<file path="config.mk">
export PLATFORM = sky130hd
export DESIGN_NAME = move_to_front_codec
export DESIGN_NICKNAME = d
export VERILOG_FILES = /design/src/hw/rtl/mtf_pkg.sv /design/src/hw/rtl/mtf_cell.sv /design/src/hw/rtl/mtf_seq.sv /design/src/hw/rtl/move_to_front_codec.sv
export SDC_FILE = /design/constraint.sdc
export NUM_CORES = 2
export LEC_CHECK = 0
export BUFFER_PORTS_ARGS = -buffer_cell sky130_fd_sc_hd__buf_4
export CAP_MARGIN = 20
export CORE_ASPECT_RATIO = 1.4
export CORE_MARGIN = 2
export CORE_UTILIZATION = 60
export CTS_BUF_LIST = sky130_fd_sc_hd__clkbuf_8
export CTS_CLUSTER_DIAMETER = 50
export CTS_CLUSTER_SIZE = 10
export DETAILED_ROUTE_END_ITERATION = 10
export PLACE_DENSITY = 0.82
export SETUP_SLACK_MARGIN = 0.5
export SYNTH_ARGS = -nofsm -noshare
export SYNTH_HDL_FRONTEND = slang
export SYNTH_HIERARCHICAL = 1
export SYNTH_SLANG_ARGS = --single-unit
export TNS_END_PERCENT = 1
</file>
<file path="constraint.sdc">
create_clock -name clk -period 6.3 [get_ports clk]
set_clock_uncertainty 0.05 [all_clocks]
set_input_delay 0.945 -clock clk [delete_from_list [all_inputs] [get_ports clk]]
set_output_delay 0.945 -clock clk [all_outputs]
set_load 0.03 [all_outputs]
</file>
<file path="src/hw/rtl/mtf_pkg.sv">
package mtf_pkg;

    localparam int SYM_W = 8;
    localparam int ALPHABET_SIZE_DEF = 256;

    localparam logic MODE_ENC = 1'b0;
    localparam logic MODE_DEC = 1'b1;

    // control broadcast from the sequencer to every cell of the ring
    typedef struct packed {
        logic shift;    // every cell takes its neighbor's value
        logic load_id;  // every cell reloads its identity value
        logic last;     // final shift of a pass, cell 0 takes the front value
    } mtf_cell_ctl_t;

endpackage

</file>
<file path="src/hw/rtl/mtf_cell.sv">
module mtf_cell #(
    parameter logic [mtf_pkg::SYM_W-1:0] INIT = '0
) (
    input  logic                         clk,
    input  logic                         rst_n,
    input  mtf_pkg::mtf_cell_ctl_t       ctl,
    input  logic [mtf_pkg::SYM_W-1:0]    din,
    output logic [mtf_pkg::SYM_W-1:0]    q
);
    import mtf_pkg::*;

    logic [SYM_W-1:0] val_reg;
    logic [SYM_W-1:0] val_next;

    always_comb
    begin
        val_next = val_reg;
        if (ctl.load_id)
        begin
            val_next = INIT;
        end
        else if (ctl.shift)
        begin
            val_next = din;
        end
    end

    always_ff @(posedge clk or negedge rst_n)
    begin
        if (!rst_n)
        begin
            val_reg <= INIT;
        end
        else
        begin
            val_reg <= val_next;
        end
    end

    assign q = val_reg;

endmodule

</file>
<file path="src/hw/rtl/mtf_seq.sv">
module mtf_seq #(
    parameter int ALPHABET_SIZE = mtf_pkg::ALPHABET_SIZE_DEF
) (
    input  logic                         clk,
    input  logic                         rst_n,
    input  logic                         mode,
    input  logic                         src_valid,
    output logic                         src_stall,
    input  logic [mtf_pkg::SYM_W-1:0]    symbol_in,
    input  logic                         block_start,
    output logic                         dst_valid,
    input  logic                         dst_stall,
    output logic [mtf_pkg::SYM_W-1:0]    symbol_out,
    input  logic [mtf_pkg::SYM_W-1:0]    head,
    output logic [mtf_pkg::SYM_W-1:0]    tail,
    output logic [mtf_pkg::SYM_W-1:0]    front,
    output mtf_pkg::mtf_cell_ctl_t       ctl
);
    import mtf_pkg::*;

    localparam int IDX_W = (ALPHABET_SIZE > 2) ? $clog2(ALPHABET_SIZE) : 1;
    localparam logic [SYM_W:0] N_EXT = (SYM_W + 1)'(ALPHABET_SIZE);
    localparam logic [IDX_W-1:0] LAST_IDX = IDX_W'(ALPHABET_SIZE - 1);
    localparam logic [SYM_W-1:0] BAD_RANK = SYM_W'(ALPHABET_SIZE);

    localparam logic [1:0] S_IDLE = 2'd0;
    localparam logic [1:0] S_RUN  = 2'd1;
    localparam logic [1:0] S_DONE = 2'd2;

    logic [1:0]       state_reg, state_next;
    logic [IDX_W-1:0] cnt_reg, cnt_next;
    logic [IDX_W-1:0] pos_reg, pos_next;
    logic [SYM_W-1:0] sym_reg, sym_next;
    logic [SYM_W-1:0] carry_reg, carry_next;
    logic [SYM_W-1:0] res_reg, res_next;
    logic             found_reg, found_next;
    logic             out_valid_reg, out_valid_next;
    logic [SYM_W-1:0] out_data_reg, out_data_next;

    logic accept;
    logic in_range;
    logic match;
    logic last;

    assign src_stall = (state_reg != S_IDLE);
    assign accept    = src_valid && !src_stall;
    assign in_range  = ({1'b0, symbol_in} < N_EXT);
    assign last      = (cnt_reg == LAST_IDX);

    always_comb
    begin
        if (found_reg)
        begin
            match = 1'b0;
        end
        else if (mode == MODE_DEC)
        begin
            match = (cnt_reg == pos_reg);
        end
        else
        begin
            match = (head == sym_reg);
        end
    end

    // entries ahead of the hit move back by one through the carry
    assign tail  = found_reg ? head : carry_reg;
    assign front = (mode == MODE_DEC) ? (found_reg ? res_reg : head) : sym_reg;

    assign ctl.shift   = (state_reg == S_RUN);
    assign ctl.load_id = accept && block_start;
    assign ctl.last    = (state_reg == S_RUN) && last;

    always_comb
    begin
        state_next     = state_reg;
        cnt_next       = cnt_reg;
        pos_next       = pos_reg;
        sym_next       = sym_reg;
        carry_next     = carry_reg;
        res_next       = res_reg;
        found_next     = found_reg;
        out_valid_next = out_valid_reg;
        out_data_next  = out_data_reg;

        if (out_valid_reg && !dst_stall)
        begin
            out_valid_next = 1'b0;
        end

        unique case (state_reg)
            S_IDLE:
            begin
                if (accept)
                begin
                    sym_next   = symbol_in;
                    carry_next = symbol_in;
                    found_next = 1'b0;
                    cnt_next   = '0;
                    pos_next   = in_range ? symbol_in[IDX_W-1:0] : LAST_IDX;
                    if (mode == MODE_ENC && !in_range)
                    begin
                        res_next   = BAD_RANK;
                        state_next = S_DONE;
                    end
                    else
                    begin
                        state_next = S_RUN;
                    end
                end
            end
            S_RUN:
            begin
                if (!found_reg)
                begin
                    carry_next = head;
                end
                if (match)
                begin
                    found_next = 1'b1;
                    res_next   = (mode == MODE_DEC) ? head : SYM_W'(cnt_reg);
                end
                cnt_next = cnt_reg + 1'b1;
                if (last)
                begin
                    cnt_next   = '0;
                    state_next = S_DONE;
                end
            end
            S_DONE:
            begin
                if (!out_valid_reg || !dst_stall)
                begin
                    out_valid_next = 1'b1;
                    out_data_next  = res_reg;
                    state_next     = S_IDLE;
                end
            end
            default:
            begin
                state_next = S_IDLE;
            end
        endcase
    end

    always_ff @(posedge clk or negedge rst_n)
    begin
        if (!rst_n)
        begin
            state_reg     <= S_IDLE;
            cnt_reg       <= '0;
            found_reg     <= 1'b0;
            out_valid_reg <= 1'b0;
        end
        else
        begin
            state_reg     <= state_next;
            cnt_reg       <= cnt_next;
            found_reg     <= found_next;
            out_valid_reg <= out_valid_next;
        end
    end

    always_ff @(posedge clk)
    begin
        pos_reg      <= pos_next;
        sym_reg      <= sym_next;
        carry_reg    <= carry_next;
        res_reg      <= res_next;
        out_data_reg <= out_data_next;
    end

    assign dst_valid  = out_valid_reg;
    assign symbol_out = out_data_reg;

endmodule

</file>
<file path="src/hw/rtl/move_to_front_codec.sv">
// Byte move-to-front codec. The recency list lives in a ring of ALPHABET_SIZE
// cells; for each item the ring makes one full rotation past a head unit that
// matches the byte (encode) or the rank (decode) and slips the entries ahead of
// the hit back by one. The ring rotates one cell per cycle, and no new item is
// taken until the current one is finished; an encode of a byte outside the
// alphabet skips the rotation, answers with rank ALPHABET_SIZE and leaves the
// list alone. block_start reloads the identity order at no extra cost. The
// finished result sits in an output register, so a new beat is taken while it
// waits. mode (0 encode, 1 decode) is written through the cfg channel, by the
// user only while the block is idle; the block itself does not enforce it.
module move_to_front_codec #(
    parameter int ALPHABET_SIZE = mtf_pkg::ALPHABET_SIZE_DEF
) (
    input  logic                         clk,
    input  logic                         rst_n,
    input  logic                         cfg_valid,
    output logic                         cfg_ready,
    input  logic                         cfg_data,
    input  logic                         src_valid,
    output logic                         src_stall,
    input  logic [mtf_pkg::SYM_W-1:0]    symbol_in,
    input  logic                         block_start,
    output logic                         dst_valid,
    input  logic                         dst_stall,
    output logic [mtf_pkg::SYM_W-1:0]    symbol_out
);
    import mtf_pkg::*;

    logic             mode_reg;
    logic [SYM_W-1:0] cell_q [ALPHABET_SIZE];
    logic [SYM_W-1:0] tail;
    logic [SYM_W-1:0] front;
    mtf_cell_ctl_t    ctl;

    assign cfg_ready = 1'b1;

    always_ff @(posedge clk or negedge rst_n)
    begin
        if (!rst_n)
        begin
            mode_reg <= MODE_ENC;
        end
        else if (cfg_valid && cfg_ready)
        begin
            mode_reg <= cfg_data;
        end
    end

    mtf_seq #(
        .ALPHABET_SIZE (ALPHABET_SIZE)
    ) u_seq (
        .clk         (clk),
        .rst_n       (rst_n),
        .mode        (mode_reg),
        .src_valid   (src_valid),
        .src_stall   (src_stall),
        .symbol_in   (symbol_in),
        .block_start (block_start),
        .dst_valid   (dst_valid),
        .dst_stall   (dst_stall),
        .symbol_out  (symbol_out),
        .head        (cell_q[0]),
        .tail        (tail),
        .front       (front),
        .ctl         (ctl)
    );

    for (genvar k = 0; k < ALPHABET_SIZE; k++)
    begin : g_cell
        logic [SYM_W-1:0] din;

        if (k == ALPHABET_SIZE - 1)
        begin : g_tail
            assign din = tail;
        end
        else if (k == 0)
        begin : g_front
            assign din = ctl.last ? front : cell_q[1];
        end
        else
        begin : g_mid
            assign din = cell_q[k + 1];
        end

        mtf_cell #(
            .INIT (SYM_W'(k))
        ) u_cell (
            .clk   (clk),
            .rst_n (rst_n),
            .ctl   (ctl),
            .din   (din),
            .q     (cell_q[k])
        );
    end

endmodule

</file>
-- Word level (Yosys, flattened, before mapping)
Index checks and enable logic that the tools add are counted.
- register bits: 2093
- bits of input ports: 15
- output and inout bits: 11
- word-level logic and storage cells: 832
- multiplexer cells: 535
- add/sub/neg operators: 1
- reduce and logical (&&, ||, !) cells: 20
- eq/ne operators: 11
- operators with widths (kind ; count):
    2-to-1 mux 8 bit ; 521
    one-hot mux 8 bit (2 select lines) ; 2
    == test 8 bit ; 2
    AND reduction 2 bit ; 5
    AND reduction 3 bit ; 3
    adder 8 x 1 -> 8 bit (second input constant) ; 1
    == test 8 bit (second input constant) ; 1
    inequality test 2 x 1 -> 1 bit (second input constant) ; 4
    2-to-1 mux 1 bit ; 7
    2-to-1 mux 2 bit ; 3
    one-hot mux 2 bit (3 select lines) ; 1
    nonzero test 2 bit ; 3
    logical AND 1 bit ; 4
    inequality test 4 x 2 -> 1 bit (second input constant) ; 1
    logical NOT 1 bit ; 3
    == test 2 x 1 -> 1 bit (second input constant) ; 1
    == test 2 bit (second input constant) ; 1
    logical NOT 2 bit ; 1
    inequality test 2 bit (second input constant) ; 1
    one-hot mux 1 bit (2 select lines) ; 1
    logical OR 1 bit ; 1

-- Depth between registers and ports, before layout
- depth in word-level cells: 6
- mapped depth: 8
- gate-level depth less buffers: 7

-- By module
Netlist, hierarchy kept.
- by module, submodules not included (module ; area each (um2) ; times used ; cells an instance ; sequential area each (um2)):
    mtf_cell at g_cell[101].u_cell ... ; 342.8 ; 70 ; 26 ; 205.2
    mtf_cell at g_cell[103].u_cell ... ; 346.6 ; 56 ; 26 ; 206.4
    mtf_cell at g_cell[100].u_cell ... ; 339.1 ; 36 ; 26 ; 203.9
    mtf_cell at g_cell[111].u_cell ... ; 350.3 ; 28 ; 26 ; 207.7
    mtf_cell at g_cell[10].u_cell ... ; 335.3 ; 28 ; 26 ; 202.7
    mtf_cell at g_cell[11].u_cell ... ; 337.8 ; 20 ; 26 ; 203.9
    mtf_cell at g_cell[127].u_cell ... ; 354.1 ; 8 ; 26 ; 209.0
    mtf_cell at g_cell[128].u_cell ... ; 330.3 ; 8 ; 26 ; 201.4
    mtf_seq ; 2212.1 ; 1 ; 191 ; 1261.2
    mtf_cell at g_cell[255].u_cell ; 352.8 ; 1 ; 26 ; 210.2
    mtf_cell at g_cell[0].u_cell ; 325.3 ; 1 ; 26 ; 200.2
    move_to_front_codec ; 178.9 ; 1 ; 13 ; 25.0

-- Worst setup path before layout
No wires, ideal clock.
- path kind: register to register
- from: register u_seq.state_reg[1]
- to: register g_cell[10].u_cell.val_reg[1]
- library setup time: 0.082 ns
- arrival time: 6.545 ns
- slack: -0.377 ns
- stages on the path, launching flop included: 9
- buffers on the path: 4
- data required time: 6.168 ns
- cells stage by stage: dfrtp_1 > nand2b_1 > buf_2 > inv_1 > buf_2 > buf_4 > buf_6 > nor2b_2 > a211o_1
- RTL lines (what ; line ; source):
    start, declared ; mtf_seq.sv:30 ; logic [1:0] state_reg, state_next;
    start signal, assigned ; mtf_seq.sv:157 ; state_reg <= state_next;
    end signal, assigned ; mtf_cell.sv:36 ; val_reg <= val_next;
    end, declared ; mtf_cell.sv:12 ; logic [SYM_W-1:0] val_reg;

==> flow_metrics.tcl <==
set metrics [dict create \
    status "complete, no violations" \
    via_per_inst 5.51 \
    coreArea_mm2 0.149 \
    rsz0062_at_grt "false" \
    drt_iter0_drc 3598 \
    n_fill_cell 11100 \
    cpLargestDelayFamily "buffers and inverters" \
    antenna_found_initial 1 \
    fin_ws_ns 3.28 \
    multi_input_area_mm2 0.0324 \
    num_rows 168 \
    cts_root_buf "clkbuf_8" \
    final_common_cell "mux2i_1" \
    dpl.hpwl_um 74300 \
    cpMaxStageDelayCell "inv_8" \
    ff2ff_path_depth 6 \
    die_area_mm2 0.153 \
    muxShareOfSynthArea_pct 11.9 \
    cp_data_required_time_ns 7.11 \
    cp_num_buf_inv 3 \
    cts_buffers 229 \
    relSlewSlack_pct 26.5 \
    holdPathStages 1 \
    area_delta_synth_final_pct 4.68 \
    holdCritPathClass "in2reg" \
    vdd_drop_max_uv 259 \
    wl_um 134000 \
    cts_tree "done" \
    finalHoldViolations 0 \
    timing.rr.start "u_seq/state_reg[1]" \
    hold_start "symbol_in[0]" \
    cp.arrival_ns 3.83 \
    holdPathEnd "u_seq/sym_reg[0]" \
    grt.overflow.total 0 \
    route.vias.total 48800 \
    finalMaxSlewViolations 0 \
    place_ws_ns 3.29 \
    cts_buffer_depth 3 \
    cts.sinks 2093 \
    synth_seq_cells 2093 \
    timing.rr.end "g_cell[191].u_cell/q[7]" \
    placed_cells 8420 \
    yosys.area_share.simple_pct 13.1 \
    synth_cells 6860 \
    synth_compound_area_share_pct 10.8 \
    final_cell_mix "mux2i_1, nor2_1, dfrtp_1, dfstp_2, nor2b_1" \
    worst_pin_slew_ns 1.10 \
    finalNonFillerCells 8855 \
    synth-xor-area-share_pct 0.0875 \
    clkTransAtPathRegs_ns 0.07 \
    syn_avg_cell_area_um2 13.1 \
    grt_pass1_wl_um 235000 \
    finalPower_uw 30100 \
    drive_gt1_share_pct 35.3 \
    first_pass_iters 5 \
    max_stage_delay_ns 0.66 \
    grt_max_degree 226 \
    antenna_left 0 \
    reg2reg_slack_ns 3.28 \
    largest_reg_flops 2048 \
    period_share_pct 48.0 \
    crit_path_cell_trace "nand2b_1, buf_4, inv_8, buf_12, nor2b_1, a211o_2" \
    clk_latency_ns 0.94 \
    cp-start-kind "flop" \
    grt_pass1_vias 49700 \
    crit_type "reg2reg" \
    critPathMaxFanout 144 \
    setup_viol 0 \
    synth.distinct_cells 38 \
    ys_seq_area_share_pct 59.7 \
    end_kind "flop" \
    gp_congestion 0.733 \
    cp-startpoint "u_seq/state_reg[1]" \
    power.density_mw_per_mm2 319 \
    dpl_cell_area_mm2 0.0902 \
    tns_ns 0 \
    period_needed_ns 3.02 \
    nets 6713 \
    maxCapViolations 0 \
    die_w_um 332 \
    syn_nets 6876 \
    design_area_mm2 0.0943 \
    grtUsageTotal_pct 17.6 \
    ys_warn_count 6 \
    io_buffers 24 \
    die_h_um 463 \
    start_util_pct 60.3 \
    drcViolationCount 0 \
    regArea_mm2 0.0538 \
    syn-cell-area_mm2 0.0901 \
    wl_per_cell_um 15.1 \
    htreeDepth 4 \
    synth-adder-area-share_pct 0.0139 \
    p_leak_uw 0.0486 \
    ioPinCount 26 \
    fmax_ghz 0.331 \
    synth_top_family_by_area "simple AND/OR/NAND/NOR gates" \
]
==> logic make-up (layout without fill, tap and decap cells) <==
logic type	Yosys count	count (layout)
mux	1065	1065
buf+inv	527	566
xor+xnor	9	9
simple gates	2113	2113
other cells	1	2
flops	2093	2093
fa+ha+maj	1	1
compound gates	1051	1051
==> through the flow <==
step,hold slack (ns),utilization (%)
2_1_floorplan,0.376,-
5_1_grt,0.0700,63.1
4_1_cts,0.00727,63.1
6_report,0.136,63.1
3_3_place_gp,0.398,60.3
3_5_place_dp,0.405,60.4
==> layer usage <==
layer	routed length [um]	vias up	GRT usage, %
met5	0	-	0
met4	2770	0	5.47
met3	3320	220	2.59
met2	67800	393	29.7
met1	60200	24800	23.5
li1	-	23300	-
==> Yosys cell counts <==
master	n	area share [%]
buf_2	3	0.017
nor2b_2	500	4.9
conb_1	1	0.0042
o41ai_2	1	0.018
nor3_1	4	0.022
mux2_4	8	0.13
edfxtp_1	32	1.1
and3_1	2	0.014
o21bai_1	2	0.017
a211o_2	502	5.6
nor2b_1	524	3.6
o31ai_1	1	0.0083
buf_4	2	0.017
inv_1	3	0.012
o21ai_0	6	0.033
buf_8	1	0.017
xnor2_1	1	0.0097
nand3_1	3	0.017
buf_1	95	0.40
clkbuf_1	165	0.69
nor4_1	1	0.0069
or3_1	1	0.0069
a211o_1	523	5.1
xor2_1	8	0.078
nand2_1	37	0.15
nor2_1	1037	4.3
a21oi_1	13	0.072
dfstp_2	1024	30
dfrtp_1	1037	29
ha_1	1	0.014
mux2_2	17	0.21
buf_6	258	3.2
nand4_1	2	0.014
a22o_1	1	0.0097
mux2i_1	1040	12
a21o_1	1	0.0083
o31ai_2	1	0.014
nand2b_1	2	0.014
==> worst reg2reg max path: stages (launching register included) <==
cell      delay (ns)
dfrtp_1         0.41
nand2b_1        0.15
buf_4           0.21
inv_8           0.67
buf_12          0.81
nor2b_1         0.31
a211o_2         0.34
==> power by group <==
part	internal, uW	switching (uW)
Combinational	2490	2010
Clock	3540	4570
Sequential	16400	1070
==> how the worst max path moves through the flow <==
stage / endpoint / cells after the start / slack [ns]
after detailed placement: g_cell[128].u_cell/q[1] / 4 / 3.29
after global routing: g_cell[45].u_cell/q[5] / 6 / 3.13
after CTS: g_cell[45].u_cell/q[5] / 6 / 3.28
after floorplan: g_cell[127].u_cell/q[7] / 3 / 0.93
after global placement: g_cell[128].u_cell/q[1] / 4 / 3.33
final: g_cell[191].u_cell/q[7] / 6 / 3.28
==> area by class of cell <==
class                   count  area share (%)
flip-flops and latches   2093            57.1
multi-input cells        4240            34.3
clock buffers             234            3.41
well taps                1955            2.59
repair buffers            130            1.66
clock inverters           199           0.942
inverters                   3          0.0199
diodes                      1         0.00265
==> timing repair <==
action / 4_1_cts / 5_1_grt
setup endpoints to repair: 0 / 0
endpoints found under the hold margin: 65 / 0
hold buffers: 1 / 0
buffers inserted: 0 / 0
gates resized for setup: 0 / 0
Power figures use the tool's default switching activity.
